--- config.mk ---
export PLATFORM = sky130hd
export DESIGN_NAME = acs_popcnt
export DESIGN_NICKNAME = d
export VERILOG_FILES = /design/src/rtl/acs_pkg.sv /design/src/rtl/acs_popcnt.sv
export SDC_FILE = /design/constraint.sdc
export NUM_CORES = 2
export LEC_CHECK = 0
export ABC_AREA = 1
export BUFFER_PORTS_ARGS = -buffer_cell sky130_fd_sc_hd__buf_2
export CORE_AREA = 2 2 497 499
export DETAILED_ROUTE_END_ITERATION = 16
export DIE_AREA = 0 0 499 501
export GPL_ROUTABILITY_DRIVEN = 0
export GPL_TIMING_DRIVEN = 1
export SLEW_MARGIN = 40
export SYNTH_ARGS = -nofsm -noshare
export SYNTH_HDL_FRONTEND = slang
export SYNTH_SLANG_ARGS = --single-unit
--- constraint.sdc ---
create_clock -name clk -period 4.3 [get_ports clk]
set_clock_uncertainty 0.05 [all_clocks]
set_input_delay 1.075 -clock clk [delete_from_list [all_inputs] [get_ports clk]]
set_output_delay 1.075 -clock clk [all_outputs]
set_load 0.005 [all_outputs]
--- src/rtl/acs_pkg.sv ---
// shared constants, types and helpers for the activity sequence score pipeline
package acs_pkg;

  localparam int SEQ_W      = 64;
  localparam int LEN_W      = 7;
  localparam int CNT_W      = 7;
  localparam int DIV_W      = 10;
  localparam int Q_W        = 16;
  localparam int CHUNK_W    = 8;
  localparam int NUM_CHUNK  = SEQ_W / CHUNK_W;
  localparam int PART_W     = 4;
  localparam int DIV_STAGES = 4;
  localparam int DIV_STEPS  = Q_W / DIV_STAGES;
  localparam int LAT        = 5 + DIV_STAGES;

  localparam logic [Q_W-1:0] ONE_Q15 = 16'h8000;

  // bit vectors that get counted
  localparam int V_BOTH   = 0;
  localparam int V_EITHER = 1;
  localparam int V_ACT_F  = 2;
  localparam int V_AHIT_F = 3;
  localparam int V_IHIT_F = 4;
  localparam int V_ACT_B  = 5;
  localparam int V_AHIT_B = 6;
  localparam int V_IHIT_B = 7;
  localparam int V_EDGE_F = 8;
  localparam int V_RESP_F = 9;
  localparam int V_EDGE_B = 10;
  localparam int V_RESP_B = 11;
  localparam int V_ONES_A = 12;
  localparam int V_ONES_B = 13;
  localparam int V_C2_F   = 14;
  localparam int V_C3_F   = 15;
  localparam int V_C2_B   = 16;
  localparam int V_C3_B   = 17;
  localparam int NUM_VEC  = 18;

  // divider lanes
  localparam int D_OVL    = 0;
  localparam int D_LAGA_F = 1;
  localparam int D_LAGI_F = 2;
  localparam int D_LAGA_B = 3;
  localparam int D_LAGI_B = 4;
  localparam int D_RESP_F = 5;
  localparam int D_RESP_B = 6;
  localparam int D_BASE_A = 7;
  localparam int D_BASE_B = 8;
  localparam int D_EXC_F  = 9;
  localparam int D_EXC_B  = 10;
  localparam int NUM_DIV  = 11;

  typedef logic [SEQ_W-1:0]                  vec_t;
  typedef logic [LEN_W-1:0]                  len_t;
  typedef logic [Q_W-1:0]                    q_t;
  typedef logic [NUM_VEC-1:0][SEQ_W-1:0]     vec_arr_t;
  typedef logic [NUM_VEC-1:0][CNT_W-1:0]     cnt_arr_t;
  typedef logic [NUM_DIV-1:0][DIV_W-1:0]     div_arr_t;
  typedef logic [NUM_DIV-1:0][Q_W-1:0]       q_arr_t;

  function automatic q_t sat_sub(input q_t x, input q_t y);
    return (x > y) ? q_t'(x - y) : '0;
  endfunction

endpackage

--- src/rtl/acs_popcnt.sv ---
// two-stage population count: per-chunk counts, then chunk sum
module acs_popcnt (
  input  logic              clk,
  input  acs_pkg::vec_arr_t vec,
  output acs_pkg::cnt_arr_t cnt_r
);
  import acs_pkg::*;

  logic [NUM_VEC-1:0][NUM_CHUNK-1:0][PART_W-1:0] part_r, part_nxt;
  cnt_arr_t cnt_nxt;

  always_comb begin
    for (int v = 0; v < NUM_VEC; v++) begin
      for (int c = 0; c < NUM_CHUNK; c++) begin
        part_nxt[v][c] = '0;
        for (int b = 0; b < CHUNK_W; b++) begin
          part_nxt[v][c] = part_nxt[v][c] + PART_W'(vec[v][c*CHUNK_W+b]);
        end
      end
    end
  end

  always_comb begin
    for (int v = 0; v < NUM_VEC; v++) begin
      cnt_nxt[v] = '0;
      for (int c = 0; c < NUM_CHUNK; c++) begin
        cnt_nxt[v] = cnt_nxt[v] + CNT_W'(part_r[v][c]);
      end
    end
  end

  always_ff @(posedge clk) begin
    part_r <= part_nxt;
    cnt_r  <= cnt_nxt;
  end

endmodule

# After elaboration in Yosys (flattened, before gate mapping)

Cells that the tools add are included.

Bits in registers: 702
Input bits: 1,153
Output and inout port bits: 126
Logic and storage cells: 1,296

Add/sub/neg operators: 1,134

Operators by type and width:

| kind                                   | count |
|---|---|
| 4-bit by 1-bit adder with 4-bit output | 576 |
| 3-bit by 1-bit adder with 4-bit output | 144 |
| 7-bit by 4-bit adder with 7-bit output | 72 |
| 2-bit by 1-bit adder with 3-bit output | 144 |
| 1-bit by 1-bit adder with 2-bit output | 144 |
| 6-bit by 4-bit adder with 7-bit output | 18 |
| 5-bit by 4-bit adder with 6-bit output | 18 |
| 4-bit by 4-bit adder with 5-bit output | 18 |

# Depth between registers and ports, before layout

Word-level depth: 7
Mapped depth: 14
Gate-level depth less buffers: 14

# Worst setup path before layout

Ideal clock, no wire load.

Path kind: reg-to-reg
From: reg part_r[226] in the netlist's numbering
To: reg cnt_r[55] in the netlist's numbering
Setup time: 119 ps
Arrival: 3,339 ps
Data required time: 4,131 ps
Slack: 791 ps
Stages on the path, launching flop included: 13
Buffers on the path: 0
Clock period less this slack: 3,509 ps
Path through: dfxtp_1 inv_1 fa_1 inv_1 fa_1 fa_1 inv_1 fa_1 inv_1 ha_1 fa_1 a21oi_1 o21bai_1

RTL lines:

| what                   | RTL line         | RTL |
|---|---|---|
| start, declared        | acs_popcnt.sv:9  | `logic [NUM_VEC-1:0][NUM_CHUNK-1:0][PART_W-1:0] part_r, part_nxt;` |
| start signal, assigned | acs_popcnt.sv:33 | `part_r <= part_nxt;` |
| end signal, assigned   | acs_popcnt.sv:34 | `cnt_r <= cnt_nxt;` |
| end, declared          | acs_popcnt.sv:5  | `output acs_pkg::cnt_arr_t cnt_r` |

==> results.yml <==
cells_and_area:
  multiInputGateArea_um2: 30850
  final_nets: 9332
  synthToLayoutAreaGrowth_pct: 26.14
  drive_gt1_share_pct: 21.59
  fill_cells: 26000
  final_cell_area_um2: 67180
  seqCellArea_um2: 14050
clock_tree:
  cts_root_buf: "clkbuf_16"
  clk_latency_ns: 0.73
  cts_sinks: 702
  cts_buffers: 93
  cts_tree: "built"
  cts-htree-levels: 3
  cts_max_path_buffers: 3
  cts_resized: 0
  postCtsSetupRepairBufs: 0
  clk_pin_slew_ns: 0.06
  hold_buffers: 0
drt:
  drc_errors: 0
  routed_wl_um: 148000
  first_iter_violations: 904
  vias: 34740
  ant_nets: 0
  avgViaCountPerCell: 3.492
  drt_first_pass_iters: 4
  wl_per_cell_um: 14.88
synthesis:
  netlist_instances: 5250
  syn_area_per_cell_um2: 10.14
  yosysSeqAreaShare_pct: 26.39
  netlist_area_um2: 53260
  ys_ff_latch: 702
  synth_nets: 7951
  synth_top_cell_area_share_pct: 37.21
  yosysUniqueCellTypes: 15
  ys_top_cells_by_area: "fa_1 37%, dfxtp_1 26%, inv_1 16%, ha_1 13%, nand2_1 2.6%"
  yosysTopAreaCell: "fa_1"
  ys_warn_count: 0
sta:
  finalWorstSetupSlack_ns: 0.5718
  min_period_ns: 3.728
  fin_crit_sh_pct: 86.70
  finalHoldViolations: 0
  setup_viol: 0
  rsz0062_at_grt: "false"
  worstMarginPinSlew_ns: 0.5631
  maxClockFrequency_mhz: 268.2
  relSlewSlack_pct: 62.33
  hold_ws_ns: 0.5157
  final_max_slew_viol_count: 0
floorplan:
  die_w_um: 499
  start_util_pct: 21.76
  io_pins: 1279
  die_area_um2: 250000
  rows: 182
  die-height_um: 501
  core_area_um2: 244800
critical_path:
  crit_slowest_cell: "fa_1"
  cpPeakStageDelay_ns: 0.73
  end_kind: "flip-flop"
  critPathArrivalTime_ns: 4.32
  crit_type: "reg2reg"
  path_max_fanout: 2
  startpoint_type: "flip-flop"
  crit_buf_inv: 5
  cp.required_ns: 4.89
  worstPathCellList: "inv_1, fa_1, inv_1, fa_1, fa_1, inv_1, fa_1, inv_1, ha_1, inv_1, fa_1, o21ai_0"
  cpLargestDelayFamily: "adder cells"
place:
  place_area_um2: 63760
  dp_hpwl_um: 133800
  numPortBuffers: 1278
  place_ws_ns: 0.1767
grt:
  grt_first_pass_wirelength_um: 220600
  grt_usage_pct: 11.92
  grt-ovfl-total: 0
  grt_max_degree: 15
  antenna_found_initial: 43
  grt_pass1_vias: 37730
flow_run:
  drv_cap: 0
run_status:
  status: "finished, final reports clean"
min_path:
  hold_class: "reg2reg"
registers in the layout, summed over array words and instances, names as in the netlist:
signal / flops
cnt_r: 126
part_r: 576
path summary, 6_finish.rpt:
check / start / to / slack, ns / cells past startpoint
max reg2reg: part_r[430] / cnt_r[97] / 0.57 / 12
max: part_r[430] / cnt_r[97] / 0.57 / 12
min reg2reg: part_r[92] / cnt_r[14] / 0.52 / 2
min: part_r[92] / cnt_r[14] / 0.52 / 2
cell families after synthesis:
| logic type | share of synthesized area, % |
|---|---|
| DFF | 26.39 |
| and+or+nand+nor | 4.548 |
| buffers and inverters | 15.71 |
| adders and majority gates | 50.32 |
| xor gates and xnor gates | 2.664 |
| AOI/OAI and AO/OA | 0.3712 |
per-layer routing:
layer | global-route usage, % | share of wire (%) | vias up
met5 | 0 | 0.056 | -
met4 | 5.463 | 4.5 | 12
met3 | 2.147 | 5.3 | 211
met2 | 20.14 | 48 | 890
met1 | 14.72 | 42 | 16420
li1 | - | - | 17200
cells in the mapped netlist, drive strengths merged:
cell type	count
inv	2229
fa	990
dfxtp	702
ha	558
nand2	375
nand3	163
xor2	83
xnor2	79
a21oi	18
nor2	11
o21ai	11
or2	11
nand4	7
o21bai	7
nand3b	6
through the flow:
| step | util, % | instances | setup TNS [ns] |
|---|---|---|---|
| CTS | 27.42 | 9926 | 0 |
| floorplan | - | 5250 | 0 |
| finish | 27.44 | 9947 | 0 |
| detailed placement | 26.05 | 9756 | 0 |
| global placement | 26.04 | 9756 | -0.06436 |
| global route | 27.44 | 9940 | 0 |
cell type report:
| cell class | count | share of cell area, % |
|---|---|---|
| antenna | 21 | 0.07822 |
| clock buffer | 117 | 3.807 |
| clock inverter | 53 | 1.211 |
| inverter | 2229 | 12.45 |
| multi-input combinational | 2319 | 45.93 |
| sequential | 702 | 20.92 |
| tap | 3220 | 5.997 |
| timing repair buffer | 1286 | 9.610 |
tightest hold or removal path: cells and delay by family (launching register included):
kind / cells / cell delay, ns
DFF: 1 / 0.30
adders and majority gates: 2 / 0.24
placed cells by master, fill, tap and decap left out:
master and instances:
nor2_1 11, clkbuf_1 10, bufinv_16 15, xor2_2 2, inv_1 2229, clkbuf_8 14, nand2_1 375, or2_1 11
nand3_1 163, inv_6 8, xnor2_1 79, buf_4 8, clkinv_2 12, clkinv_16 3, xor2_1 81, o21bai_1 7
a21oi_1 18, dfxtp_1 702, clkinv_8 1, buf_2 1278, inv_16 1, diode_2 21, nand4_1 7, clkinv_4 1
nand3b_1 6, clkbuf_16 93, o21ai_0 11, inv_8 2, fa_1 990, ha_1 558, clkinvlp_4 10
Power is left out: the tool's default activity adds up to more than one toggle a clock period on the data nets, which glitch-free logic cannot reach.
