===== config.mk =====
export PLATFORM = sky130hd
export DESIGN_NAME = acs_features
export DESIGN_NICKNAME = d
export VERILOG_FILES = /design/src/rtl/acs_pkg.sv /design/src/rtl/acs_features.sv
export SDC_FILE = /design/constraint.sdc
export NUM_CORES = 1
export LEC_CHECK = 0
export ABC_AREA = 0
export BUFFER_PORTS_ARGS = -buffer_cell sky130_fd_sc_hd__buf_2
export CAP_MARGIN = 10
export CORE_AREA = 2 2 508 510
export CTS_CLUSTER_SIZE = 30
export DETAILED_ROUTE_END_ITERATION = 8
export DIE_AREA = 0 0 510 512
export PLACE_DENSITY = 0.34
export REMOVE_ABC_BUFFERS = 1
export SYNTH_ARGS = -nofsm -noshare
export SYNTH_HDL_FRONTEND = slang
export SYNTH_SLANG_ARGS = --single-unit

===== constraint.sdc =====
create_clock -name clk -period 3.5 [get_ports clk]
set_input_delay 0.175 -clock clk [delete_from_list [all_inputs] [get_ports clk]]
set_output_delay 0.175 -clock clk [all_outputs]
set_load 0.01 [all_outputs]

===== src/rtl/acs_pkg.sv =====
// shared constants, types and helpers for the activity sequence score pipeline
package acs_pkg;

  localparam int SEQ_W      = 64;
  localparam int LEN_W      = 7;
  localparam int CNT_W      = 7;
  localparam int DIV_W      = 10;
  localparam int Q_W        = 16;
  localparam int CHUNK_W    = 8;
  localparam int NUM_CHUNK  = SEQ_W / CHUNK_W;
  localparam int PART_W     = 4;
  localparam int DIV_STAGES = 4;
  localparam int DIV_STEPS  = Q_W / DIV_STAGES;
  localparam int LAT        = 5 + DIV_STAGES;

  localparam logic [Q_W-1:0] ONE_Q15 = 16'h8000;

  // bit vectors that get counted
  localparam int V_BOTH   = 0;
  localparam int V_EITHER = 1;
  localparam int V_ACT_F  = 2;
  localparam int V_AHIT_F = 3;
  localparam int V_IHIT_F = 4;
  localparam int V_ACT_B  = 5;
  localparam int V_AHIT_B = 6;
  localparam int V_IHIT_B = 7;
  localparam int V_EDGE_F = 8;
  localparam int V_RESP_F = 9;
  localparam int V_EDGE_B = 10;
  localparam int V_RESP_B = 11;
  localparam int V_ONES_A = 12;
  localparam int V_ONES_B = 13;
  localparam int V_C2_F   = 14;
  localparam int V_C3_F   = 15;
  localparam int V_C2_B   = 16;
  localparam int V_C3_B   = 17;
  localparam int NUM_VEC  = 18;

  // divider lanes
  localparam int D_OVL    = 0;
  localparam int D_LAGA_F = 1;
  localparam int D_LAGI_F = 2;
  localparam int D_LAGA_B = 3;
  localparam int D_LAGI_B = 4;
  localparam int D_RESP_F = 5;
  localparam int D_RESP_B = 6;
  localparam int D_BASE_A = 7;
  localparam int D_BASE_B = 8;
  localparam int D_EXC_F  = 9;
  localparam int D_EXC_B  = 10;
  localparam int NUM_DIV  = 11;

  typedef logic [SEQ_W-1:0]                  vec_t;
  typedef logic [LEN_W-1:0]                  len_t;
  typedef logic [Q_W-1:0]                    q_t;
  typedef logic [NUM_VEC-1:0][SEQ_W-1:0]     vec_arr_t;
  typedef logic [NUM_VEC-1:0][CNT_W-1:0]     cnt_arr_t;
  typedef logic [NUM_DIV-1:0][DIV_W-1:0]     div_arr_t;
  typedef logic [NUM_DIV-1:0][Q_W-1:0]       q_arr_t;

  function automatic q_t sat_sub(input q_t x, input q_t y);
    return (x > y) ? q_t'(x - y) : '0;
  endfunction

endpackage


===== src/rtl/acs_features.sv =====
// length saturation, slot masks and the derived bit vectors, one register stage
module acs_features #(
  parameter int SEQ_BITS = 64
) (
  input  logic             clk,
  input  acs_pkg::vec_t    seq_a,
  input  acs_pkg::vec_t    seq_b,
  input  acs_pkg::len_t    seq_len,
  output acs_pkg::vec_arr_t vec_r,
  output acs_pkg::len_t    len_r
);
  import acs_pkg::*;

  localparam int   LEN_MAX = (1 << LEN_W) - 1;
  localparam int   NCAP    = (SEQ_BITS > LEN_MAX) ? LEN_MAX : SEQ_BITS;
  localparam len_t NCAP_V  = LEN_W'(NCAP);

  len_t     n, n_m1;
  vec_t     m, m1, va, vb, ea, eb;
  vec_arr_t vec_nxt;

  always_comb begin
    n    = (seq_len > NCAP_V) ? NCAP_V : seq_len;
    n_m1 = (n == '0) ? '0 : len_t'(n - 1'b1);
    m    = ~({SEQ_W{1'b1}} << n);
    m1   = ~({SEQ_W{1'b1}} << n_m1);
    va   = seq_a & m;
    vb   = seq_b & m;
    // rising edges: active with the previous slot idle
    ea   = va & ~(va << 1);
    eb   = vb & ~(vb << 1);

    vec_nxt           = '0;
    vec_nxt[V_BOTH]   = va & vb;
    vec_nxt[V_EITHER] = va | vb;
    vec_nxt[V_ACT_F]  = va & m1;
    vec_nxt[V_AHIT_F] = va & (vb >> 1);
    vec_nxt[V_IHIT_F] = ~va & m1 & (vb >> 1);
    vec_nxt[V_ACT_B]  = vb & m1;
    vec_nxt[V_AHIT_B] = vb & (va >> 1);
    vec_nxt[V_IHIT_B] = ~vb & m1 & (va >> 1);
    vec_nxt[V_EDGE_F] = ea;
    vec_nxt[V_RESP_F] = ea & ((vb >> 1) | (vb >> 2));
    vec_nxt[V_EDGE_B] = eb;
    vec_nxt[V_RESP_B] = eb & ((va >> 1) | (va >> 2));
    vec_nxt[V_ONES_A] = va;
    vec_nxt[V_ONES_B] = vb;
    vec_nxt[V_C2_F]   = va & (vb >> 2);
    vec_nxt[V_C3_F]   = va & (vb >> 3);
    vec_nxt[V_C2_B]   = vb & (va >> 2);
    vec_nxt[V_C3_B]   = vb & (va >> 3);
  end

  always_ff @(posedge clk) begin
    vec_r <= vec_nxt;
    len_r <= n;
  end

endmodule


# Word-level counts from Yosys, hierarchy flattened
# Index checks and enable logic that the tools add are counted.
# W data, S select, Z words.
[totals]
register_bits = 1159
inputBits = 136
[classes]
n_mux = 2
reduce_logical = 1
order_cmp = 1
n_bitwise = 28
n_shift = 2
addsub = 1
[ops]
columns = ["op", "count"]
rows = [
  ["$and A64 B64 Y64", 9],
  ["$and A64 B63 Y64", 6],
  ["$not A64 Y64", 6],
  ["$and A64 B61 Y64", 2],
  ["$and A64 B62 Y64", 2],
  ["$shl A64 B7 Y64 const A", 2],
  ["$or A63 B62 Y63", 2],
  ["$or A64 B64 Y64", 1],
  ["$mux W7", 2],
  ["$gt A7 B7 Y1 const B", 1],
  ["$logic_not A7 Y1", 1],
  ["$sub A7 B1 Y7 const B", 1],
]

# Depth between registers and ports, before layout
# Gate-level depths: netlist of the first run.
[logic_depth]
depth_word = 8
mapped_depth = 14

# Worst setup path before layout of the first run
# OpenSTA, ideal clock, no wires.
[synth_path]
kind = "input to register"
from = "input port seq_len[6]"
to = "register vec_r[294] in the netlist's numbering"
n_path_buf = 5
setup_time_ns = 0.132
slack_ns = 0.755
t_arrival_ns = 2.614
required_time_ns = 3.368
stages = 13
path_cell_list = "buf_2 -> inv_1 -> clkbuf_1 -> clkbuf_1 -> nand2_1 -> ha_1 -> clkbuf_1 -> nor3b_1 -> nor2_1 -> a211o_1 -> clkbuf_1 -> o22ai_1 -> nor3_1"
[synth_lines]
columns = ["item", "line_no", "rtl"]
rows = [
  ["start: declaration", "acs_features.sv:8", "input acs_pkg::len_t seq_len,"],
  ["end signal: assignment", "acs_features.sv:55", "vec_r <= vec_nxt;"],
  ["end: declaration", "acs_features.sv:9", "output acs_pkg::vec_arr_t vec_r,"],
]

==> results of run 1 <==
==> sequential cells by signal, summed over array words and instances, names as in the netlist <==
| signal | count |
|---|---|
| vec_r | 1134 |
| len_r | 7 |
==> cell type report <==
type,instances,area [sq um],share of cell area
diodes,12,30.03,0.0006117
multi-input cells,1397,6792,0.1383
inverters,143,536.8,0.01093
clock buffers,183,3842,0.07827
repair buffers,1689,9952,0.2027
flip-flops and latches,1141,22840,0.4653
clock inverters,60,862.1,0.01756
well taps,3384,4234,0.08625
==> critical path, delay by kind of cell <==
| family | cells | cell delay (ns) |
|---|---|---|
| adders and majority gates | 1 | 0.31 |
| buffers and inverters | 4 | 1.65 |
| and+or+nand+nor | 4 | 1.04 |
| AOI/OAI and AO/OA | 1 | 0.81 |
==> through the flow <==
step,worst slack (ns),total power (W)
5_1_grt,0.05163,0.03446
2_1_floorplan,0.8117,0.01554
4_1_cts,0.2572,0.03381
6_report,0.1473,0.03312
3_3_place_gp,-0.06621,0.01832
3_5_place_dp,0.2163,0.01830
==> final timing paths <==
| path | startpoint | end | cells after the start |
|---|---|---|---|
| max | seq_len[0] | vec_r[506] | 10 |
| min | seq_a[1] | vec_r[129] | 3 |
==> cell usage after synthesis, types with 30 or more instances <==
library cell / instances
a211oi_1: 109
and3_1: 68
inv_1: 143
o21ai_0: 53
a21oi_1: 46
nor2_1: 601
dfxtp_1: 1141
nor3_1: 131
and2_1: 30
clkbuf_1: 139
nand2_1: 212
==> layer usage <==
metal,up-vias,track usage,share of wire
met1,13640,0.1898,0.41
met5,-,0,0.000074
li1,12430,-,-
met4,2,0.04008,0.023
met2,1352,0.2743,0.48
met3,194,0.05694,0.090
==> cells by family after synthesis <==
family,count (synthesis),share of synthesized area
flip-flops,1141,0.7432
AND/OR/NAND/NOR,1094,0.1521
buffers and inverters,321,0.04230
AO/OA/AOI/OAI,281,0.06017
adder cells (fa/ha/maj),3,0.001221
XOR/XNOR,2,0.0005700
other,1,0.0001220
multiplexers,1,0.0003664
==> what timing repair did <==
item,in CTS,in global routing
hold buffers,182,0
buffers inserted,0,0
endpoints found under the hold margin,877,0
==> power groups by stage <==
stage	combinational, W	sequential (W)	clock [W]
4_1_cts	0.00414	0.0141	0.0156
2_1_floorplan	0.000826	0.0147	0
3_3_place_gp	0.00396	0.0144	0
6_report	0.00401	0.0141	0.0150
3_5_place_dp	0.00395	0.0144	0
5_1_grt	0.00429	0.0141	0.0160
==> run metrics, run 1 <==
outcome=finished clean; Worst path most repeated cell=dlygate4sd3_1; RSZ-0062 raised after global routing=false; total power divided by cell area=674.7 mW/mm^2; Total GRT Usage=0.1607; cts bufs inserted=136; final worst-path cycle share=0.9579; clock power share=0.454; CP max stage cell=a31oi_1; Finished Layout Cells=approximately 8000; Cell Int Power=0.02387 W; post-synth top area share=0.7432; Seq pwr share=0.425; combinational power share=0.121; Routed WL=roughly 220000 um; IO Port Bufs=between 1000 and 1500; syn_area_per_cell=10.81 sq um; layout cells sized above 1=0.3839; fin area=0.04909 sq mm; IO Count=around 1300; Tmin final=3.353 ns; first-pass GRT wire length=~280000 um; NetSw=between 0.009 and 0.01 W; Avg Vias per Cell=3.449; largest area contributor in the netlist=dfxtp_1; CTS Root Cell=clkbuf_16; most common cell after layout, fill and taps aside=buf_2; main area contributors after synthesis=dfxtp_1 (74%), nor2_1 (7.3%), a211oi_1 (2.7%); # H-tree levels=4; endpoints failing hold=0; Warnings, synthesis=0; number of flops mapped to enable cells by yosys=0; worst hold slack=0.09624 ns; Placed Cells=~7600; maximum clock frequency=~0.3 GHz; Starting Density=0.1202; asr flop ratio synth=0; hold crit path type=in2reg; die area=about 0.26 sq mm; Fillers=between 20000 and 30000; Synth Register Bits=about 1100; Startpoint Class=input pin; crit end category=flop; Max rail drop VDD=~0.43 mV; clock sinks=approximately 1100; drt pass-1 iters=5; Syn Std Cell Area=about 0.03 sq mm; GRT overflow=0; detailed placer's ending HPWL=approximately 180000 um; total negative slack=0 ns; vias in the first global route=28600; DR DRC count=0; Slew Limit Fails=0; largest net degree at the start of global routing=31; CP Class=in2reg; Critical Path, Cell by Cell=dlygate4sd3_1, buf_2, nand2b_1, ha_1, and3_1, nor3_4, buf_4, a31oi_1, nor3_1, dlygate4sd3_1; Placer Congestion=0.8377; TritonCTS clock tree=done; most frequent cells in the layout=buf_2 (1277), dfxtp_1 (1141), nor2_1 (599); ys flop type=dfxtp_1; antenna viol nets, final=0; Final setup viols=0; Syn Inst Count=~2800; Layout Nets=4647; Avg WL per Cell=27.17 um; CP arrival=4.01 ns; Die W=510 um; Slew HR=0.1713; max_cap viols=0; core area=around 0.26 sq mm; Initial DRC Count=~1600; antenna violations before repair=26; # rows=around 190; Clock Path Buffers=3; area delta synth->final=59.73%; vias=about 28000; switch share=0.2793; Lkg Pwr=about 24 nW; Least-Margin Pin Slew=about 1.2 ns; distinct cell type count after synthesis=48; Worst-path clk slew=about 0.06 ns; sequential-to-total area share from yosys stat=0.7432; worst-path maximum fanout=9; Area after DPL=approximately 0.043 sq mm; WP data required=4.16 ns; Die Height=approximately 500 um; CP peak stage delay=around 0.81 ns; post-layout util=0.1919; post-cts repair resize count=0
(Power assumes the default switching activity.)
==> run 2: changes to the inputs <==
- BUFFER_PORTS_ARGS: -buffer_cell sky130_fd_sc_hd__buf_2 -> -buffer_cell sky130_fd_sc_hd__clkbuf_2
==> run 2 against run 1 <==
  * Critical path depth is the same
  * Count of clock-buffer cells in the layout increased by 5
  * Maximum frequency up 2.1%
  * Core utilization barely moved
  * Clock power about the same
  * Worst hold slack gained 0.027 ns
  * Wire length decreased by 0.69%
  * Non-clock buffer count increased by 1
  * First-iteration DRC count is 4.9% lower
  * Via count shrank 0.53%
  * Die area unchanged
  * Design area is 0.21% higher
  * Critical endpoint unchanged
  * Largest power group unchanged
==> run metrics, run 2 (synthesized netlist as in run 1, its figures left out) <==
first-pass GRT wire length=277600 um (was 279600 um); detailed placer's ending HPWL=178600 um (was 178800 um); Die Height=512 um (unchanged); CTS Root Cell=clkbuf_16 (unchanged); Worst-path clk slew=0.06 ns (about the same); Max rail drop VDD=0.4606 mV (was 0.4296 mV); most frequent cells in the layout=clkbuf_2 (1277), dfxtp_1 (1141), nor2_1 (599) (was buf_2 (1277), dfxtp_1 (1141), nor2_1 (599)); Startpoint Class=input pin (unchanged); Setup Buffers After CTS=0 (unchanged); hold crit path type=in2reg (unchanged); CP Class=in2reg (unchanged); max_cap viols=0 (unchanged); WP data required=4.16 ns (about the same); Die W=510 um (unchanged); largest net degree at the start of global routing=31 (unchanged); die area=0.2611 sq mm (unchanged); Lkg Pwr=23.27 nW (was 23.67 nW); vias in the first global route=28360 (was 28600); NetSw=0.009339 W (was 0.009253 W); cts bufs inserted=138 (was 136); total power divided by cell area=676.4 mW/mm^2 (was 674.7 mW/mm^2); most common cell after layout, fill and taps aside=clkbuf_2 (was buf_2); CP Capture Point=vec_r[506] (unchanged); RSZ-0062 raised after global routing=false (unchanged); vias=27480 (was 27620); post-layout util=0.1924 (was 0.1919); CP arrival=3.94 ns (was 4.01 ns); Starting Density=0.1202 (unchanged); Avg WL per Cell=26.96 um (was 27.17 um); layout cells sized above 1=0.3861 (was 0.3839); Slew Limit Fails=0 (unchanged); TritonCTS clock tree=done (unchanged); GRT overflow=0 (unchanged); Least-Margin Pin Slew=1.134 ns (was 1.230 ns); outcome=finished clean (unchanged); worst hold start=seq_a[39] (was seq_a[1]); IO Port Bufs=1278 (unchanged); combinational power share=0.119 (was 0.121); # rows=186 (unchanged); max reg flops=1134 (unchanged); crit end category=flop (unchanged); # H-tree levels=4 (unchanged); Placer Congestion=0.8465 (was 0.8377); maximum clock frequency=0.3044 GHz (was 0.2983 GHz); DR DRC count=0 (unchanged); switch share=0.2806 (was 0.2793); Tmin final=3.285 ns (was 3.353 ns); antenna violations before repair=23 (was 26); Clock Path Buffers=3 (unchanged); core area=0.2558 sq mm (unchanged); Routed WL=216100 um (was 217600 um); clock power share=0.457 (was 0.454); area delta synth->final=60.07% (was 59.73%); Slew HR=0.2441 (was 0.1713); worst setup path start=seq_len[0] (unchanged); Initial DRC Count=1566 (was 1647); top flop regs=vec_r: 1134 flops, len_r: 7 flops (unchanged); clock sinks=1141 (unchanged); Seq pwr share=0.424 (was 0.425); worst-path maximum fanout=15 (was 9); drt pass-1 iters=7 (was 5); Final setup viols=0 (unchanged); final worst-path cycle share=0.9386 (was 0.9579); Avg Vias per Cell=3.428 (was 3.449); Total GRT Usage=0.1594 (was 0.1607); IO Count=1295 (unchanged); Placed Cells=7575 (was 7572); register name with the most flops=vec_r (unchanged); Cell Int Power=0.02394 W (was 0.02387 W); Layout Nets=4650 (was 4647); endpoints failing hold=0 (unchanged); Finished Layout Cells=8016 (was 8009); antenna viol nets, final=0 (unchanged)
==> run 2: changes by cell type in the layout (fill, tap and decap cells not counted), sizes merged, moves of 2 or more <==
cell | before | now
clkbuf | 183 | 1465
buf | 1507 | 233
dlygate4sd3 | 182 | 180
diode | 12 | 14
bufinv | 14 | 12
clkinvlp | 5 | 7
inv | 155 | 153
==> run 2: area by class of cell <==
type / instances / area [sq um]
Antenna cell: 14 / 35.03
Clock buffer: 188 / 3974
Clock inverter: 59 / 800.8
Fill cell: 28660 / 206600
Inverter: 143 / 536.8
Multi-Input combinational cell: 1397 / 6797
Sequential cell: 1141 / 22840
Tap cell: 3384 / 4234
Timing Repair Buffer: 1690 / 9977
==> run 2: how the worst min path moves through the flow <==
| stage | to | slack [ns] | cells after the start |
|---|---|---|---|
| 3_5_place_dp | vec_r[477] | 0.39 | 2 |
| 6_report | vec_r[551] | 0.12 | 3 |
| 3_3_place_gp | vec_r[477] | 0.39 | 2 |
| 2_1_floorplan | len_r[6] | 0.20 | 0 |
| 4_1_cts | len_r[3] | 0.07 | 3 |
| 5_1_grt | vec_r[551] | 0.11 | 3 |
==> run 2: power by group through the flow <==
| stage | clock [W] | combinational (W) | sequential, W |
|---|---|---|---|
| floorplan | 0 | 0.000826 | 0.0147 |
| global placement | 0 | 0.00391 | 0.0144 |
| detailed placement | 0 | 0.00391 | 0.0144 |
| CTS | 0.0157 | 0.00409 | 0.0141 |
| global route | 0.0161 | 0.00425 | 0.0142 |
| finish | 0.0152 | 0.00396 | 0.0141 |
==> run 2: timing repair <==
item                                    CTS  global route
hold endpoints to repair                860             0
endpoints found under the setup margin    0             5
resized for setup                         0             1
hold buffers                            180             0
==> run 2: worst max-delay path, stage by stage <==
cell and delay (ns):
clkbuf_2 0.18, dlygate4sd3_1 0.61, nand2b_1 0.16, ha_1 0.31, and3_1 0.73, nor3_4 0.21, buf_4 0.23, a31oi_1 0.63
nor3_1 0.10, dlygate4sd3_1 0.58
==> run 2: through the flow <==
| step | setup TNS, ns | area [sq um] | hold WS (ns) | total power, W | setup slack, ns |
|---|---|---|---|---|---|
| after floorplan | 0 | 30030 | 0.2027 | 0.01554 | 0.8117 |
| after global placement | -0.1258 | 42570 | 0.3932 | 0.01832 | -0.08926 |
| after detailed placement | 0 | 42580 | 0.3914 | 0.01830 | 0.007161 |
| after CTS | 0 | 49160 | 0.07289 | 0.03390 | 0.07730 |
| after global routing | 0 | 49170 | 0.1145 | 0.03457 | 0.08950 |
| final | 0 | 49200 | 0.1231 | 0.03328 | 0.2149 |
==> run 2: metal layers <==
layer	wire length, um	global-route usage	vias to the layer above
met1	89450	0.1893	13580
met3	18410	0.05568	222
li1	-	-	12430
met2	102800	0.2688	1243
met5	0	0	-
met4	5441	0.04508	0
==> run 3: changes to the inputs <==
- PLACE_DENSITY: 0.34 -> 0.3
==> run 3 against run 2 <==
  * Design area grew 0.23%
  * Sequential power is essentially flat
  * Non-clock buffer count shrank 21
  * Total power grew 1.9%
  * Critical endpoint is now vec_r[477]
==> run metrics, run 3 (synthesized netlist as in run 1, its figures left out) <==
Tmin final=3.322 ns (was 3.285 ns); hold crit path type=in2reg (unchanged); switch share=0.2760 (was 0.2806); die area=0.2611 sq mm (unchanged); Seq pwr share=0.416 (was 0.424); Initial DRC Count=1509 (was 1566); Max rail drop VDD=0.4270 mV (was 0.4606 mV); Placer Congestion=0.8311 (was 0.8465); Starting Density=0.1202 (unchanged); Startpoint Class=input pin (unchanged); area delta synth->final=60.44% (was 60.07%); Final setup viols=0 (unchanged); largest net degree at the start of global routing=31 (unchanged); CP delay by family, top=buffers and inverters (unchanged); DR DRC count=0 (unchanged); core area=0.2558 sq mm (unchanged); most common cell after layout, fill and taps aside=clkbuf_2 (unchanged); cts bufs inserted=140 (was 138); IO Count=1295 (unchanged); Die W=510 um (unchanged); Placed Cells=7552 (was 7575); most frequent cells in the layout=clkbuf_2 (1277), dfxtp_1 (1141), nor2_1 (598) (was clkbuf_2 (1277), dfxtp_1 (1141), nor2_1 (599)); post-layout util=0.1928 (was 0.1924); RSZ-0062 raised after global routing=false (unchanged); overall power=0.03391 W (was 0.03328 W); crit end category=flop (unchanged); combinational power share=0.115 (was 0.119); CP arrival=3.97 ns (was 3.94 ns); CP Class=in2reg (unchanged); max reg flops=1134 (unchanged); top flop regs=vec_r: 1134 flops, len_r: 7 flops (unchanged); vias in the first global route=28670 (was 28360); final worst-path cycle share=0.9491 (was 0.9386); antenna viol nets, final=0 (unchanged); WP data required=4.14 ns (was 4.16 ns); max_cap viols=0 (unchanged); clock sinks=1141 (unchanged); Worst-path clk slew=0.05 ns (was 0.06 ns); maximum clock frequency=0.3010 GHz (was 0.3044 GHz); # H-tree levels=4 (unchanged); endpoints failing hold=0 (unchanged); detailed placer's ending HPWL=176500 um (was 178600 um); hold path cells=3 (unchanged); Critical Path, Cell by Cell=dlygate4sd3_1, clkbuf_2, nand2b_1, ha_1, buf_4, and2_1, o31ai_1, nor3_2, a211oi_1, buf_4, a211oi_1, dlygate4sd3_1 (was clkbuf_2, dlygate4sd3_1, nand2b_1, ha_1, and3_1, nor3_4, buf_4, a31oi_1, nor3_1, dlygate4sd3_1); Total GRT Usage=0.1593 (was 0.1594); NetSw=0.009359 W (was 0.009339 W); Slew Limit Fails=0 (unchanged); TritonCTS clock tree=done (unchanged); worst hold path endpoint=vec_r[423] (was vec_r[551]); # rows=186 (unchanged); Clock Path Buffers=3 (unchanged); GRT overflow=0 (unchanged); clock power share=0.469 (was 0.457); CP peak stage delay=0.63 ns (was 0.73 ns); vias=27480 (about the same); IO Port Bufs=1278 (unchanged); total power divided by cell area=687.8 mW/mm^2 (was 676.4 mW/mm^2); Layout Nets=4631 (was 4650); Slew HR=0.1707 (was 0.2441); CP max stage cell=a211oi_1 (was and3_1); Finished Layout Cells=8006 (was 8016); Lkg Pwr=23.29 nW (was 23.27 nW); Fillers=28640 (was 28660); outcome=finished clean (unchanged); Avg WL per Cell=26.98 um (was 26.96 um); antenna violations before repair=24 (was 23); drt pass-1 iters=5 (was 7); worst-path maximum fanout=11 (was 15); Least-Margin Pin Slew=1.238 ns (was 1.134 ns); first-pass GRT wire length=278500 um (was 277600 um); Cell Int Power=0.02456 W (was 0.02394 W); worst setup path start=seq_len[0] (unchanged); register name with the most flops=vec_r (unchanged); layout cells sized above 1=0.3825 (was 0.3861); CP Buf/Inv Count=5 (was 4); total negative slack=0 ns (unchanged); Die Height=512 um (unchanged); worst hold start=seq_b[39] (was seq_a[39]); Routed WL=216000 um (was 216100 um); CTS Root Cell=clkbuf_16 (unchanged); Avg Vias per Cell=3.433 (was 3.428)
-- run 3: cell types whose count changed in the layout (fill, tap and decap cells not counted), sizes merged --
cell / before / now
buf: 233 / 210
bufinv: 12 / 18
clkbuf: 1465 / 1477
clkinv: 30 / 23
clkinvlp: 7 / 3
diode: 14 / 16
dlygate4sd3: 180 / 181
inv: 153 / 156
-- run 3: cell type report --
| class | instances | area [sq um] | area share |
|---|---|---|---|
| antenna | 16 | 40.04 | 0.0008120 |
| clock buffer | 199 | 4078 | 0.08269 |
| clock inverter | 57 | 988.4 | 0.02005 |
| inverter | 143 | 536.8 | 0.01089 |
| multi-input combinational | 1397 | 6792 | 0.1377 |
| sequential | 1141 | 22840 | 0.4632 |
| tap | 3384 | 4234 | 0.08587 |
| timing repair buffer | 1669 | 9799 | 0.1987 |
-- run 3: metrics by stage --
stage	area, sq um	worst slack (ns)	hold slack [ns]
after CTS	49250	0.06199	0.02163
final	49310	0.1782	0.06066
after detailed placement	42380	-0.07411	0.3904
after floorplan	30030	0.8117	0.2027
after global placement	42380	-0.1292	0.3929
after global routing	49270	0.01390	0.04649
-- run 3: per-layer routing --
layer / routed length [um] / vias to the layer above / share of wire / track usage
met5: 11 / - / 0.000051 / 0
met4: 6537 / 2 / 0.030 / 0.04886
met3: 17910 / 258 / 0.083 / 0.05486
met2: 101300 / 1245 / 0.47 / 0.2655
met1: 90250 / 13570 / 0.42 / 0.1909
li1: - / 12410 / - / -
-- run 3: worst max-delay path by stage --
stage	end	slack (ns)	cells past startpoint
floorplan	vec_r[304]	0.81	7
detailed placement	vec_r[755]	-0.07	12
CTS	vec_r[314]	0.06	9
global route	vec_r[285]	0.01	10
finish	vec_r[477]	0.18	12
global placement	vec_r[755]	-0.13	12
-- run 3: power by group through the flow --
stage                     logic [W]  registers (W)  clock network (W)
final                       0.00391         0.0141             0.0159
after CTS                   0.00405         0.0141             0.0164
after global routing        0.00421         0.0142             0.0169
after global placement      0.00388         0.0144                  0
after detailed placement    0.00386         0.0144                  0
after floorplan            0.000826         0.0147                  0
-- run 3: what timing repair did --
action,CTS,global route
gates resized for setup,0,2
hold endpoints to repair,903,0
hold buffers,181,0
buffers inserted,0,0
endpoints found under the setup margin,0,3
