`src/rtl/acs_pkg.sv`:
```
// shared constants, types and helpers for the activity sequence score pipeline
package acs_pkg;

  localparam int SEQ_W      = 64;
  localparam int LEN_W      = 7;
  localparam int CNT_W      = 7;
  localparam int DIV_W      = 10;
  localparam int Q_W        = 16;
  localparam int CHUNK_W    = 8;
  localparam int NUM_CHUNK  = SEQ_W / CHUNK_W;
  localparam int PART_W     = 4;
  localparam int DIV_STAGES = 4;
  localparam int DIV_STEPS  = Q_W / DIV_STAGES;
  localparam int LAT        = 5 + DIV_STAGES;

  localparam logic [Q_W-1:0] ONE_Q15 = 16'h8000;

  // bit vectors that get counted
  localparam int V_BOTH   = 0;
  localparam int V_EITHER = 1;
  localparam int V_ACT_F  = 2;
  localparam int V_AHIT_F = 3;
  localparam int V_IHIT_F = 4;
  localparam int V_ACT_B  = 5;
  localparam int V_AHIT_B = 6;
  localparam int V_IHIT_B = 7;
  localparam int V_EDGE_F = 8;
  localparam int V_RESP_F = 9;
  localparam int V_EDGE_B = 10;
  localparam int V_RESP_B = 11;
  localparam int V_ONES_A = 12;
  localparam int V_ONES_B = 13;
  localparam int V_C2_F   = 14;
  localparam int V_C3_F   = 15;
  localparam int V_C2_B   = 16;
  localparam int V_C3_B   = 17;
  localparam int NUM_VEC  = 18;

  // divider lanes
  localparam int D_OVL    = 0;
  localparam int D_LAGA_F = 1;
  localparam int D_LAGI_F = 2;
  localparam int D_LAGA_B = 3;
  localparam int D_LAGI_B = 4;
  localparam int D_RESP_F = 5;
  localparam int D_RESP_B = 6;
  localparam int D_BASE_A = 7;
  localparam int D_BASE_B = 8;
  localparam int D_EXC_F  = 9;
  localparam int D_EXC_B  = 10;
  localparam int NUM_DIV  = 11;

  typedef logic [SEQ_W-1:0]                  vec_t;
  typedef logic [LEN_W-1:0]                  len_t;
  typedef logic [Q_W-1:0]                    q_t;
  typedef logic [NUM_VEC-1:0][SEQ_W-1:0]     vec_arr_t;
  typedef logic [NUM_VEC-1:0][CNT_W-1:0]     cnt_arr_t;
  typedef logic [NUM_DIV-1:0][DIV_W-1:0]     div_arr_t;
  typedef logic [NUM_DIV-1:0][Q_W-1:0]       q_arr_t;

  function automatic q_t sat_sub(input q_t x, input q_t y);
    return (x > y) ? q_t'(x - y) : '0;
  endfunction

endpackage

```
`src/rtl/acs_div.sv`:
```
// pipelined restoring divider giving floor(32768 * num / den), num <= den, zero on den == 0
module acs_div (
  input  logic                        clk,
  input  logic [acs_pkg::DIV_W-1:0]   num,
  input  logic [acs_pkg::DIV_W-1:0]   den,
  output acs_pkg::q_t                 q
);
  import acs_pkg::*;

  typedef struct packed {
    logic [DIV_W:0]   rem;
    logic [DIV_W-1:0] den;
    q_t               quo;
    logic             zero;
  } div_st_t;

  div_st_t st_r   [DIV_STAGES];
  div_st_t st_nxt [DIV_STAGES];
  div_st_t st_in;

  function automatic div_st_t div_steps(input div_st_t s, input logic first);
    div_st_t t;
    logic    qb;
    t = s;
    for (int k = 0; k < DIV_STEPS; k++) begin
      if (!(first && (k == 0))) t.rem = {t.rem[DIV_W-1:0], 1'b0};
      qb = (t.rem >= {1'b0, t.den});
      if (qb) t.rem = t.rem - {1'b0, t.den};
      t.quo = {t.quo[Q_W-2:0], qb};
    end
    return t;
  endfunction

  always_comb begin
    st_in.rem  = {1'b0, num};
    st_in.den  = den;
    st_in.quo  = '0;
    st_in.zero = (den == '0);
    for (int s = 0; s < DIV_STAGES; s++) begin
      st_nxt[s] = div_steps((s == 0) ? st_in : st_r[(s == 0) ? 0 : s-1], s == 0);
    end
  end

  always_ff @(posedge clk) begin
    for (int s = 0; s < DIV_STAGES; s++) st_r[s] <= st_nxt[s];
  end

  assign q = st_r[DIV_STAGES-1].zero ? '0 : st_r[DIV_STAGES-1].quo;

endmodule

```
`config.mk`:
```
export PLATFORM = sky130hd
export DESIGN_NAME = acs_div
export DESIGN_NICKNAME = d
export VERILOG_FILES = /design/src/rtl/acs_pkg.sv /design/src/rtl/acs_div.sv
export SDC_FILE = /design/constraint.sdc
export NUM_CORES = 1
export LEC_CHECK = 0
export BUFFER_PORTS_ARGS = -buffer_cell sky130_fd_sc_hd__clkbuf_2
export CAP_MARGIN = 20
export CELL_PAD_IN_SITES_DETAIL_PLACEMENT = 1
export CELL_PAD_IN_SITES_GLOBAL_PLACEMENT = 1
export CORE_MARGIN = 10
export CORE_UTILIZATION = 43
export CTS_CLUSTER_DIAMETER = 40
export DETAILED_ROUTE_END_ITERATION = 7
export PLACE_DENSITY_LB_ADDON = 0.1
export SLEW_MARGIN = 5
export SYNTH_ARGS = -nofsm -noshare
export SYNTH_HDL_FRONTEND = slang
export SYNTH_SLANG_ARGS = --single-unit
```
`constraint.sdc`:
```
create_clock -name clk -period 12.3 [get_ports clk]
set_clock_uncertainty 0.15 [all_clocks]
set_input_delay 1.845 -clock clk [delete_from_list [all_inputs] [get_ports clk]]
set_output_delay 1.845 -clock clk [all_outputs]
set_load 0.005 [all_outputs]
```
---- Word level (Yosys, flattened, before mapping) ----
Memories as Yosys holds them, arrays and structs flattened.
Index checks and enable logic that the tools add are counted.
storage, ports and cells
  register bits ........................... 0
  memory bits (writable) .................. 152
  input port bits ......................... 21
  output and inout port bits .............. 16
  logic and storage cells ................. 51
  memories kept ........................... 1
memory list
  name  depth  bits a word  rd ports  clocked after Yosys merged registers in  wr ports  RTL line       text
  st_r  4      38           4         0                                        4         acs_div.sv:17  div_st_t st_r [DIV_STAGES];
cells by class
  add/sub/neg operators ................... 16
  order comparisons ....................... 16
  mux-type cells .......................... 17
  reductions and logical operators ........ 1
operators with widths
  cell                                                            count
  11-bit by 10-bit greater-or-equal comparator with 1-bit output  15
  10-bit two-way mux                                              12
  10-bit subtractor                                               12
  11-bit two-way mux                                              4
  11-bit by 10-bit subtractor with 11-bit output                  4
  16-bit two-way mux                                              1
  10-bit greater-or-equal comparator                              1
  10-bit logical NOT                                              1

---- Longest topological paths before layout ----
Gate-level depths: netlist (run 1).
An unclocked memory read counts as a cell.
  word-level depth ........................ 9
  mapped depth ............................ 42
  mapped depth without buffers ............ 38

---- Worst setup path before layout (run 1) ----
Ideal clock, no wire load.
  path type ............................... input -> register
  from .................................... in num[0] (netlist bit)
  to ...................................... mem st_r[0][29] (netlist bit)
  library setup time ...................... 121 ps
  arrival ................................. 9973 ps
  required time ........................... 12029 ps
  setup slack ............................. 2056 ps
  cell stages on the path ................. 37
  path buffers ............................ 3
  cell sequence ........................... inv_1 ha_1 inv_1 fa_1 a211oi_1 o211ai_1 a21boi_1 clkbuf_1 nor2_1 a21oi_1 inv_1 ha_1 nor2b_1 o31ai_1 a21oi_1 o22ai_1 o211ai_2 clkbuf_1 mux2i_1 inv_1 ha_1 or4_1 o2111ai_1 a21boi_0 nor4b_1 mux2_2 inv_2 clkbuf_1 nor2_1 a21oi_1 ha_1 or3_1 o211ai_1 o21ai_0 a31oi_1 o2111ai_2 mux2_2
RTL lines
  item         RTL line       text
  from (decl)  acs_div.sv:4   input logic [acs_pkg::DIV_W-1:0] num,
  to (decl)    acs_div.sv:17

==> summary by stage, run 1 <==
Status
The flow ran to the end, and the final reports show no timing, DRC or antenna violations.

CTS
The later pin in the worst-skew pair is clocked with a latency of between 0.3 and 0.4 ns. The cell sitting at the root of the clock tree is a sky130_fd_sc_hd__clkbuf_16. The clock passes through at most 2 buffers. The clock-pin slew on the worst setup and hold paths is about 0.070 ns. The number of setup buffers added after CTS is 0.

Buffers inserted to repair hold after CTS numbered 0. The H-tree level count is 3. CTS saw approximately 100 sinks. Gates resized during post-CTS repair numbered 0. TritonCTS built the clock tree. The number of buffers inserted during clock tree synthesis is 9.

Die
Measured along the x axis, the die boundary spans around 180 um. Once the floorplan was initialized, standard cells occupied between 40% and 50% of the core. Row generation in the floorplan step produced 57 rows. The I/O pin count is 37. The placeable core region is 24200 sq um.

The vertical extent of the die is about 180 um. The die covers ~31000 sq um.

Logic synthesis
After synthesis, the cell types taking the most area are sky130_fd_sc_hd__dfxtp_1 (20%), sky130_fd_sc_hd__ha_1 (18%), sky130_fd_sc_hd__xnor2_1 (5.1%). Counting instances in the post-synthesis netlist gives the leading cell types as sky130_fd_sc_hd__ha_1 (149), sky130_fd_sc_hd__dfxtp_1 (104), sky130_fd_sc_hd__a21oi_1 (101). Synthesis handed over a netlist of roughly 1.3k instances.

Counting flops with an async set or reset pin after synthesis yields a share of 0%. The number of different library cells in the post-synthesis netlist is 81. Synthesis inferred 104 register bits. Among all cell types in the netlist, the one instantiated most often is sky130_fd_sc_hd__ha_1. Summing every instance area after synthesis gives approximately 11000 sq um. The average instance in the mapped netlist occupies between 8 and 9 sq um. Counting every net in the synthesized netlist gives around 1.5k. Among all flip-flop cells after synthesis, the most frequent one is sky130_fd_sc_hd__dfxtp_1. Counting flops with a built-in enable in the synthesized netlist gives 0. Of the post-synthesis cell area, the dominant cell type holds 19.7%. The warning count from the yosys run is 0. After synthesis, flip-flops and latches occupy between 10% and 20% of the total area.

The post-synthesis cell type with the largest combined area is sky130_fd_sc_hd__dfxtp_1.

Global route
Global routing used between 20% and 30% of the available tracks. The first global-routing pass estimated about 53000 um of wire. The number of global-route vias before repair is about 9.9k.

The number of antenna violations at the first check in global routing was 0. The maximum number of pins on one net before global-route repair is 20. The total global routing overflow is 0.

Layout
Cells with a size suffix above 1 make up 8.22% of the layout. Fill cells in the final layout number 3007. 0 antenna diodes ended up in the layout.

The layout overhead on the synthesized area is 8.36%. The net count of the finished layout is 1508. In the final layout, the registers with the most flip-flops are st_r: 104 flops. Ranked by flip-flop count, first place goes to st_r. The flip-flop count of the largest register, all copies and words added is between 100 and 150.

Worst setup path
The worst-path maximum fanout is 19. The path type of the worst setup path is input port to flip-flop. For the worst setup path, the data required time is 12.39 ns. For the worst setup path, the data arrival time is between 10 and 15 ns.

The longest individual stage delay on the worst path is between 0.6 and 0.7 ns. The sort of element at the start of the critical path is an input port. The kind of capture point of the worst setup path is a flip-flop. The master of the slowest instance on the critical path is sky130_fd_sc_hd__a21boi_1.

Place
The global placer's final weighted congestion is approximately 0.94. Buffers placed on the I/O ports in this run total 36. Once detailed placement completed, the half-perimeter wirelength came to 26800 um.

STA
The ratio of final minimum period to clock period is between 90% and 100%. For this run, the top clock speed supported by timing is between 0.08 and 0.09 GHz. Setup repair after global routing left no endpoint under its margin. The summed negative setup slack over all endpoints is 0 ns.

The slew at the pin closest to its max-slew limit is ~0.97 ns. The final setup violation count is 0. For the finished layout, the period the worst path requires is about 11 ns. The max-slew violation total from the final report is 0. The number of hold-slack violations in the final timing report is 0. Headroom to the max-slew limit came out at around a third.

Run
The tool flagged a number of max-cap violations equal to 0.

Routing
The average wire per cell in the routed design is slightly below 20 um. The iteration-0 DRC count of the detailed router is 437. The total wire length after detailed routing is around 33000 um. The total iterations of the first detailed-routing run is 5. The post-route DRC violation count is 0. The detail route stage leaves a number of antenna-violating nets equal to 0. The via density per instance is 5.84. Summing over every cut layer, the via total after detailed routing is slightly below 10k.

Hold path
The worst hold path belongs to the class flip-flop to flip-flop.
==> through the flow <==
stage / area, sq um / hold WS (ns) / worst slack (ns) / std cells / util [%]
after CTS: 11400 / 0.182 / 1.11 / 1662 / 47.1
after global placement: 11100 / 0.160 / 1.20 / 1646 / 45.8
after floorplan: 10600 / 0.160 / 2.06 / 1301 / -
final: 11400 / 0.179 / 0.872 / 1662 / 47.1
after global routing: 11400 / 0.183 / 0.101 / 1662 / 47.1
after detailed placement: 11100 / 0.163 / 0.734 / 1646 / 45.8
==> metal layers <==
layer  track usage (%)  vias up  part of all wire [%]
li1                  -     4859                     -
met1              27.9     4698                    49
met2              35.0      125                    47
met3              2.54       30                   2.9
met4              4.24        0                   1.4
met5                 0        -                     0
==> logic make-up (layout without fill, tap and decap cells) <==
kind of cell    after synthesis  in the layout  synth area share, %
simple gates                378            378                 18.3
mux                          55             55                 5.67
buf+inv                     107            144                 3.94
compound gates              409            409                 25.9
flops                       104            104                 19.7
xor+xnor                     94             94                 7.80
fa+ha+maj                   154            154                 18.6
==> cells in the final DEF, fill, tap and decap left out, types with 13 or more instances in the layout <==
cell	n
sky130_fd_sc_hd__mux2_2	34
sky130_fd_sc_hd__nand2b_1	25
sky130_fd_sc_hd__nor2_1	100
sky130_fd_sc_hd__clkbuf_2	36
sky130_fd_sc_hd__inv_1	82
sky130_fd_sc_hd__o21a_1	31
sky130_fd_sc_hd__xor2_1	33
sky130_fd_sc_hd__a211oi_1	19
sky130_fd_sc_hd__nand2_1	70
sky130_fd_sc_hd__nor3_1	34
sky130_fd_sc_hd__dfxtp_1	104
sky130_fd_sc_hd__o21ai_0	85
sky130_fd_sc_hd__nand3_1	21
sky130_fd_sc_hd__o211ai_1	13
sky130_fd_sc_hd__xnor2_1	61
sky130_fd_sc_hd__mux2i_1	20
sky130_fd_sc_hd__nor2b_1	40
sky130_fd_sc_hd__a21oi_1	101
sky130_fd_sc_hd__o31a_1	13
sky130_fd_sc_hd__ha_1	149
sky130_fd_sc_hd__a21o_1	56
sky130_fd_sc_hd__nand4_1	23
==> cell type report <==
cell class / count / area (sq um) / share of cell area (%)
multi-input combinational: 1090 / 8060 / 70.5
inverter: 86 / 323 / 2.82
clock buffer: 10 / 239 / 2.09
tap: 324 / 405 / 3.55
timing repair buffer: 42 / 225 / 1.97
sequential: 104 / 2080 / 18.2
clock inverter: 6 / 98.8 / 0.865
==> final timing paths <==
| check | startpoint | to | slack, ns | depth (start not counted) |
|---|---|---|---|---|
| min | st_r[1][6] | st_r[2][10] | 0.18 | 0 |
| max | den[1] | st_r[0][36] | 0.87 | 34 |
| min reg2reg | st_r[1][6] | st_r[2][10] | 0.18 | 0 |
| max reg2reg | st_r[0][18] | st_r[1][34] | 1.29 | 31 |
==> worst max-delay path, delay by kind of cell <==
family,cells,cell delay (ns)
muxes,2,0.70
adders and majority gates,4,1.27
buffers and inverters,5,0.65
AOI/OAI and AO/OA,17,5.07
and+or+nand+nor,6,1.95
Power of run 1 is left out: the tool's default activity adds up to more than one toggle a clock period on the data nets, which glitch-free logic cannot reach.
==> run 2: changes to the inputs <==
CELL_PAD_IN_SITES_DETAIL_PLACEMENT = not set   (was 1)
CELL_PAD_IN_SITES_GLOBAL_PLACEMENT = not set   (was 1)
GPL_TIMING_DRIVEN = 0   (was not set)
==> run 2 against run 1 <==
  * Global-route usage is 2.7 points lower
  * Via count is 2.4% lower
  * First-iteration DRC count is 52% higher
  * Hold slack worse by 0.00072 ns
  * Maximum frequency is 1.5% lower
  * Highest routed layer unchanged
  * Non-clock buffer count is 15 higher
  * Register-to-register slack worse by 0.07 ns
  * Setup slack worse by 0.17 ns
  * Routed wire length is 12% lower
  * Die area stayed put
==> summary by stage, run 2 (synthesis results as in run 1) <==
Status
The flow ran to the end, and the final reports show no timing, DRC or antenna violations.

Routing
The post-route DRC violation count is 0 (unchanged). The total iterations of the first detailed-routing run was 6 (+1). The total wire length after detailed routing was 28700 um (-12%). The remaining antenna violation count is 0 (unchanged). The average wire per cell in the routed design is 17.1 um (-13%). The iteration-0 DRC count of the detailed router is 663 (+52%). The via density per instance is 5.65 (-3.3%). The routed via count is 9479 (-2.4%).

STA
The hold slack came to 0.178 ns (-0.000724 ns). The summed negative setup slack over all endpoints came to 0 ns (unchanged). The max-slew violation total from the final report is 0 (unchanged). The final setup violation count is 0 (unchanged).

The maximum operating frequency was 0.0862 GHz (-1.5%). The ratio of final minimum period to clock period is 94.3% (+1.4 points). The number of hold-slack violations in the final timing report is 0 (unchanged). The slew at the pin closest to its max-slew limit came to 0.870 ns (-0.0956 ns). The minimum clock period after layout is 11.60 ns (+0.173 ns).

Setup repair after global routing left no endpoint under its margin. The worst relative slew slack is 41.8% (+7.2 points).

Place
The global placer's final weighted congestion is 0.927 (-1.2%). The number of port buffers came to 36 (unchanged). The post-detailed-placement half-perimeter wirelength was 23000 um (-14%). The total placed instance area is 11100 sq um (+0.37%).

CTS
The clock-pin slew on the worst setup and hold paths was 0.08 ns (about the same). The TritonCTS sink count was 104 (unchanged). The H-tree level count was 3 (unchanged).

TritonCTS built the clock tree. The number of buffers inserted during clock tree synthesis was 9 (unchanged). The number of setup buffers added after CTS was 0 (unchanged).

The deepest clock path buffer count is 2 (unchanged). The clock latency on the worst-skew pair was 0.35 ns (about the same). The CTS root buffer is sky130_fd_sc_hd__clkbuf_16. The quantity of hold-fixing buffers added after cts is 0 (unchanged).

Layout
The diode insertion count for antenna repair is 0 (unchanged). The largest registers in the layout are st_r: 104 flops. The register with the most flip-flops in the final layout is st_r. The total of fill cells in the finished design is 2418 (-20%).

The total area of multi-input combinational cells came to 8100 sq um (+0.47%). The flip-flop count of the largest register, all copies and words added is 104 (unchanged). Compared with the post-synthesis result, the final layout area differs by 8.95%.

The fraction of layout cells with a size suffix above 1 is 8.20% (-0.017 points). In the layout the commonest cells are sky130_fd_sc_hd__ha_1 (149), sky130_fd_sc_hd__dfxtp_1 (104), sky130_fd_sc_hd__a21oi_1 (101), sky130_fd_sc_hd__nor2_1 (100), sky130_fd_sc_hd__o21ai_0 (85). The area used by sequential logic in the layout is 2080 sq um (unchanged). The library cell used most frequently in the layout, excluding fill and tap cells, is sky130_fd_sc_hd__ha_1. The net count of the finished layout came to 1523 (+0.99%). The final standard cell area without fillers was 11500 sq um (+0.55%).

Die
The placeable core region came to 24200 sq um (unchanged). The number of placement rows is 57 (unchanged). The area of the die was 31200 sq um (unchanged). The I/O pin count came to 37 (unchanged). The vertical extent of the die is 177 um (unchanged).

The die span in x is 177 um (unchanged). The effective utilization at floorplan is 43.5% (unchanged).

Global route
The number of antenna violations at the first check in global routing is 0 (unchanged). The total global routing overflow is 0 (unchanged). The first-pass GRT wire length is 46000 um (-13%). The number of global-route vias before repair was 8891 (-10%).

The maximum number of pins on one net before global-route repair is 19 (-5.0%). The global-route total usage across every layer is 18.1% (-2.7 points).

Worst setup path
The worst setup path is captured at a flip-flop. The slowest stage of the critical path belongs to the cell sky130_fd_sc_hd__or4_1. The data required time at the worst endpoint is 12.37 ns (-0.02 ns). The worst-path maximum fanout is 10 (-9).

The longest individual stage delay on the worst path is 0.56 ns (-0.10 ns). The sort of element at the start of the critical path is an input port. The path type of the worst setup path is input port to flip-flop. The worst path arrival time was 11.67 ns (+0.16 ns).

Run
The number of max-capacitance violations reported came to 0 (unchanged).

Hold path
The class of the most critical hold timing path is flip-flop to flip-flop.
## run 2: final timing paths
check | start | to | slack [ns] | cells past startpoint
worst max-delay path | den[0] | st_r[0][36] | 0.70 | 38
worst min-delay path | st_r[2][12] | st_r[3][16] | 0.18 | 0
worst max register to register | st_r[1][18] | st_r[2][29] | 1.22 | 39
worst min register to register | st_r[2][12] | st_r[3][16] | 0.18 | 0
## run 2: per-stage QoR
step / utilization [%] / cells / setup WS (ns)
2_1_floorplan: - / 1301 / 2.06
3_3_place_gp: 45.9 / 1661 / -0.621
3_5_place_dp: 45.9 / 1661 / -0.457
4_1_cts: 47.2 / 1677 / 0.108
5_1_grt: 47.4 / 1677 / 0.0710
6_report: 47.4 / 1677 / 0.698
## run 2: final cells by class
type / instances / share of cell area (%)
Timing Repair Buffer: 36 / 1.57
Sequential cell: 104 / 18.1
Buffer: 21 / 0.816
Tap cell: 324 / 3.53
Multi-Input combinational cell: 1090 / 70.4
Clock buffer: 10 / 2.08
Clock inverter: 6 / 0.653
Inverter: 86 / 2.81
## run 2: timing repair
action,in CTS,in global routing
endpoints found under the setup margin,4,11
gates resized for setup,1,7
endpoints found under the hold margin,0,0
gates cloned,0,0
## run 2: critical path: cells and delay by family
kind / cells / cell delay, ns
compound gates: 19 / 4.88
simple gates: 4 / 1.21
buf+inv: 8 / 1.46
fa+ha+maj: 5 / 1.50
mux: 2 / 0.75
## run 2: routing by layer
metal	vias to the layer above	track usage (%)	wire length, um
met2	208	29.8	13300
met3	27	2.79	1210
met5	-	0	0
met4	0	4.27	486
li1	4910	-	-
met1	4334	24.1	13700
Power of run 2 is left out for the same reason.
==> run 3: changes to the inputs <==
CORE_UTILIZATION = 64   (was 43)
==> run 3 against run 2 <==
  * Clock-buffer cell count shrank 1
  * Via count grew 3.5%
  * Maximum frequency grew 0.76%
  * Utilization grew 24 points
  * Final cell count shrank 6.4%
  * Setup slack gained 0.087 ns
  * Sequential cell count is the same
  * Non-clock buffer count is the same
  * Design area shrank 1.3%
  * Hold slack is essentially flat
  * Routed wire length shrank 4.8%
  * Global-route usage grew 6.2 points
==> summary by stage, run 3 (synthesis results as in run 1) <==
Status
The run finished with clean final reports.

Worst setup path
STA classifies the critical path endpoint as a flip-flop. The worst register-to-register path ends at st_r[2][29]. The worst-case reg-to-reg path depth is 39 (unchanged).

The master of the slowest instance on the critical path is sky130_fd_sc_hd__or4_1. The longest individual stage delay on the worst path is 0.56 ns (about the same). The worst reg-to-reg setup slack is 1.36 ns (+0.14 ns).

The worst-path maximum fanout is 10 (unchanged). The most critical setup path has its startpoint at den[2]. The sort of element at the start of the critical path is an input port.

The worst path arrival time was 11.58 ns (-0.09 ns). In this run the critical register-to-register path is launched from st_r[1][18]. The data required time at the worst endpoint was 12.36 ns (about the same).

The critical path is of the input port to flip-flop type.

Die
The number of placement rows is 46 (-19%). The effective utilization at floorplan came to 65.9% (+22 points). The placeable core region came to 16000 sq um (-34%). The area of the die is 22000 sq um (-29%). The die span in x is 148 um (-16%). The I/O pin count is 37 (unchanged). The vertical extent of the die is 148 um (-16%).

Layout
The total of fill cells in the finished design is 1370 (-43%). The diode insertion count for antenna repair is 0 (unchanged). The flip-flop count of the largest register, all copies and words added came to 104 (unchanged).

In the layout the commonest cells are sky130_fd_sc_hd__ha_1 (149), sky130_fd_sc_hd__dfxtp_1 (104), sky130_fd_sc_hd__a21oi_1 (101), sky130_fd_sc_hd__nor2_1 (100), sky130_fd_sc_hd__o21ai_0 (85). The largest registers in the layout are st_r: 104 flops. The number of cells in the finished layout apart from fillers was 1569 (-6.4%).

Leaving out fill and tap cells, the most frequent cell in the layout is sky130_fd_sc_hd__ha_1. The fraction of layout cells with a size suffix above 1 came to 8.20% (unchanged). The net count of the finished layout came to 1523 (unchanged).

The area growth from synthesis to layout is 7.58%. The top register by number of flip-flops is st_r.

Hold path
The critical hold path startpoint is st_r[1][6]. The endpoint of the worst hold path is st_r[2][10]. The class of the most critical hold timing path is flip-flop to flip-flop. The cell count of the worst hold path is 0 (unchanged).

STA
The hold slack is 0.178 ns (-0.000216 ns). The maximum operating frequency came to 0.0868 GHz (+0.76%). The final setup violation count is 0 (unchanged). The worst relative slew slack is 46.7% (+4.9 points). The max-slew violation total from the final report is 0 (unchanged).

The minimum clock period after layout is 11.51 ns (-0.0869 ns). The ratio of final minimum period to clock period is 93.6% (-0.71 points). The summed negative setup slack over all endpoints is 0 ns (unchanged). The number of hold-slack violations in the final timing report was 0 (unchanged). The slew at the pin closest to its max-slew limit came to 0.798 ns (-0.0728 ns).

Place
The number of port buffers was 36 (unchanged). The post-detailed-placement half-perimeter wirelength is 21800 um (-5.1%). The cell count after placement is 1553 (-6.5%).

The global placer's final weighted congestion was 0.934 (+0.76%).

Routing
The iteration-0 DRC count of the detailed router was 748 (+13%). The average wire per cell in the routed design is 17.4 um (+1.8%). The post-route DRC violation count is 0 (unchanged). The via density per instance is 6.25 (+11%). The total wire length after detailed routing came to 27300 um (-4.8%). The routed via count is 9810 (+3.5%). The total iterations of the first detailed-routing run is 7 (+1). The remaining antenna violation count is 0 (unchanged).

CTS
The root buffer cell chosen for the clock tree is sky130_fd_sc_hd__clkbuf_16. The TritonCTS sink count came to 104 (unchanged). The clock-pin slew on the worst setup and hold paths is 0.07 ns (about the same). The deepest clock path buffer count is 2 (unchanged).

The clock latency on the worst-skew pair was 0.35 ns (about the same). The number of setup buffers added after CTS was 0 (unchanged). The number of buffers inserted during clock tree synthesis is 9 (unchanged). TritonCTS built the clock tree.

The H-tree level count is 3 (unchanged).

Global route
The total global routing overflow is 0 (unchanged). The met1 routing resource usage after global routing came to 30.9% (+6.8 points). After global routing, the most crowded layer is met2.

The global-route track usage on met2 came to 41.5% (+12 points). The number of antenna violations at the first check in global routing was 0 (unchanged). The maximum number of pins on one net before global-route repair was 19 (unchanged). The global-route total usage across every layer was 24.3% (+6.2 points). The number of global-route vias before repair came to 9180 (+3.3%). The met3 routing resource usage after global routing is 3.94% (+1.1 points). The first-pass GRT wire length was 44400 um (-3.4%).

Run
The number of max-capacitance violations reported is 0 (unchanged).
[run 3: worst max-delay path by stage]
stage                     cells after the start  slack [ns]           to
after global placement                       38       -0.22  st_r[0][36]
after global routing                         38       -0.03  st_r[0][36]
after floorplan                              37        2.06  st_r[0][29]
final                                        38        0.79  st_r[0][36]
after detailed placement                     38       -0.30  st_r[0][36]
after CTS                                    38        0.01  st_r[0][36]
[run 3: cell type report]
| cell class | instances | area, sq um | share of cell area, % |
|---|---|---|---|
| timing repair buffer | 36 | 180 | 1.59 |
| clock buffer | 9 | 225 | 1.98 |
| buffer | 21 | 93.8 | 0.827 |
| sequential | 104 | 2080 | 18.3 |
| inverter | 86 | 323 | 2.84 |
| clock inverter | 7 | 78.8 | 0.695 |
| multi-input combinational | 1090 | 8100 | 71.3 |
| tap | 216 | 270 | 2.38 |
[run 3: routing by layer]
layer	vias up	routed length [um]
met2	281	12800
met5	-	0
met4	0	544
met1	4578	12500
met3	45	1450
li1	4906	-
[run 3: critical path, delay by kind of cell]
family	cells	cell delay [ns]
buf+inv	9	1.72
mux	2	0.71
compound gates	19	4.87
simple gates	4	1.24
fa+ha+maj	4	1.16
[run 3: what timing repair did]
item	CTS	global route
hold buffers	0	0
setup endpoints to repair	0	11
gates resized for setup	0	8
[run 3: stage by stage]
stage	cell area [sq um]	worst slack (ns)	utilization [%]
2_1_floorplan	10600	2.06	-
3_3_place_gp	11000	-0.216	68.8
3_5_place_dp	11000	-0.300	68.8
4_1_cts	11300	0.0134	70.7
5_1_grt	11300	-0.0280	70.9
6_report	11300	0.785	70.9
Power of run 3 is left out for the same reason.
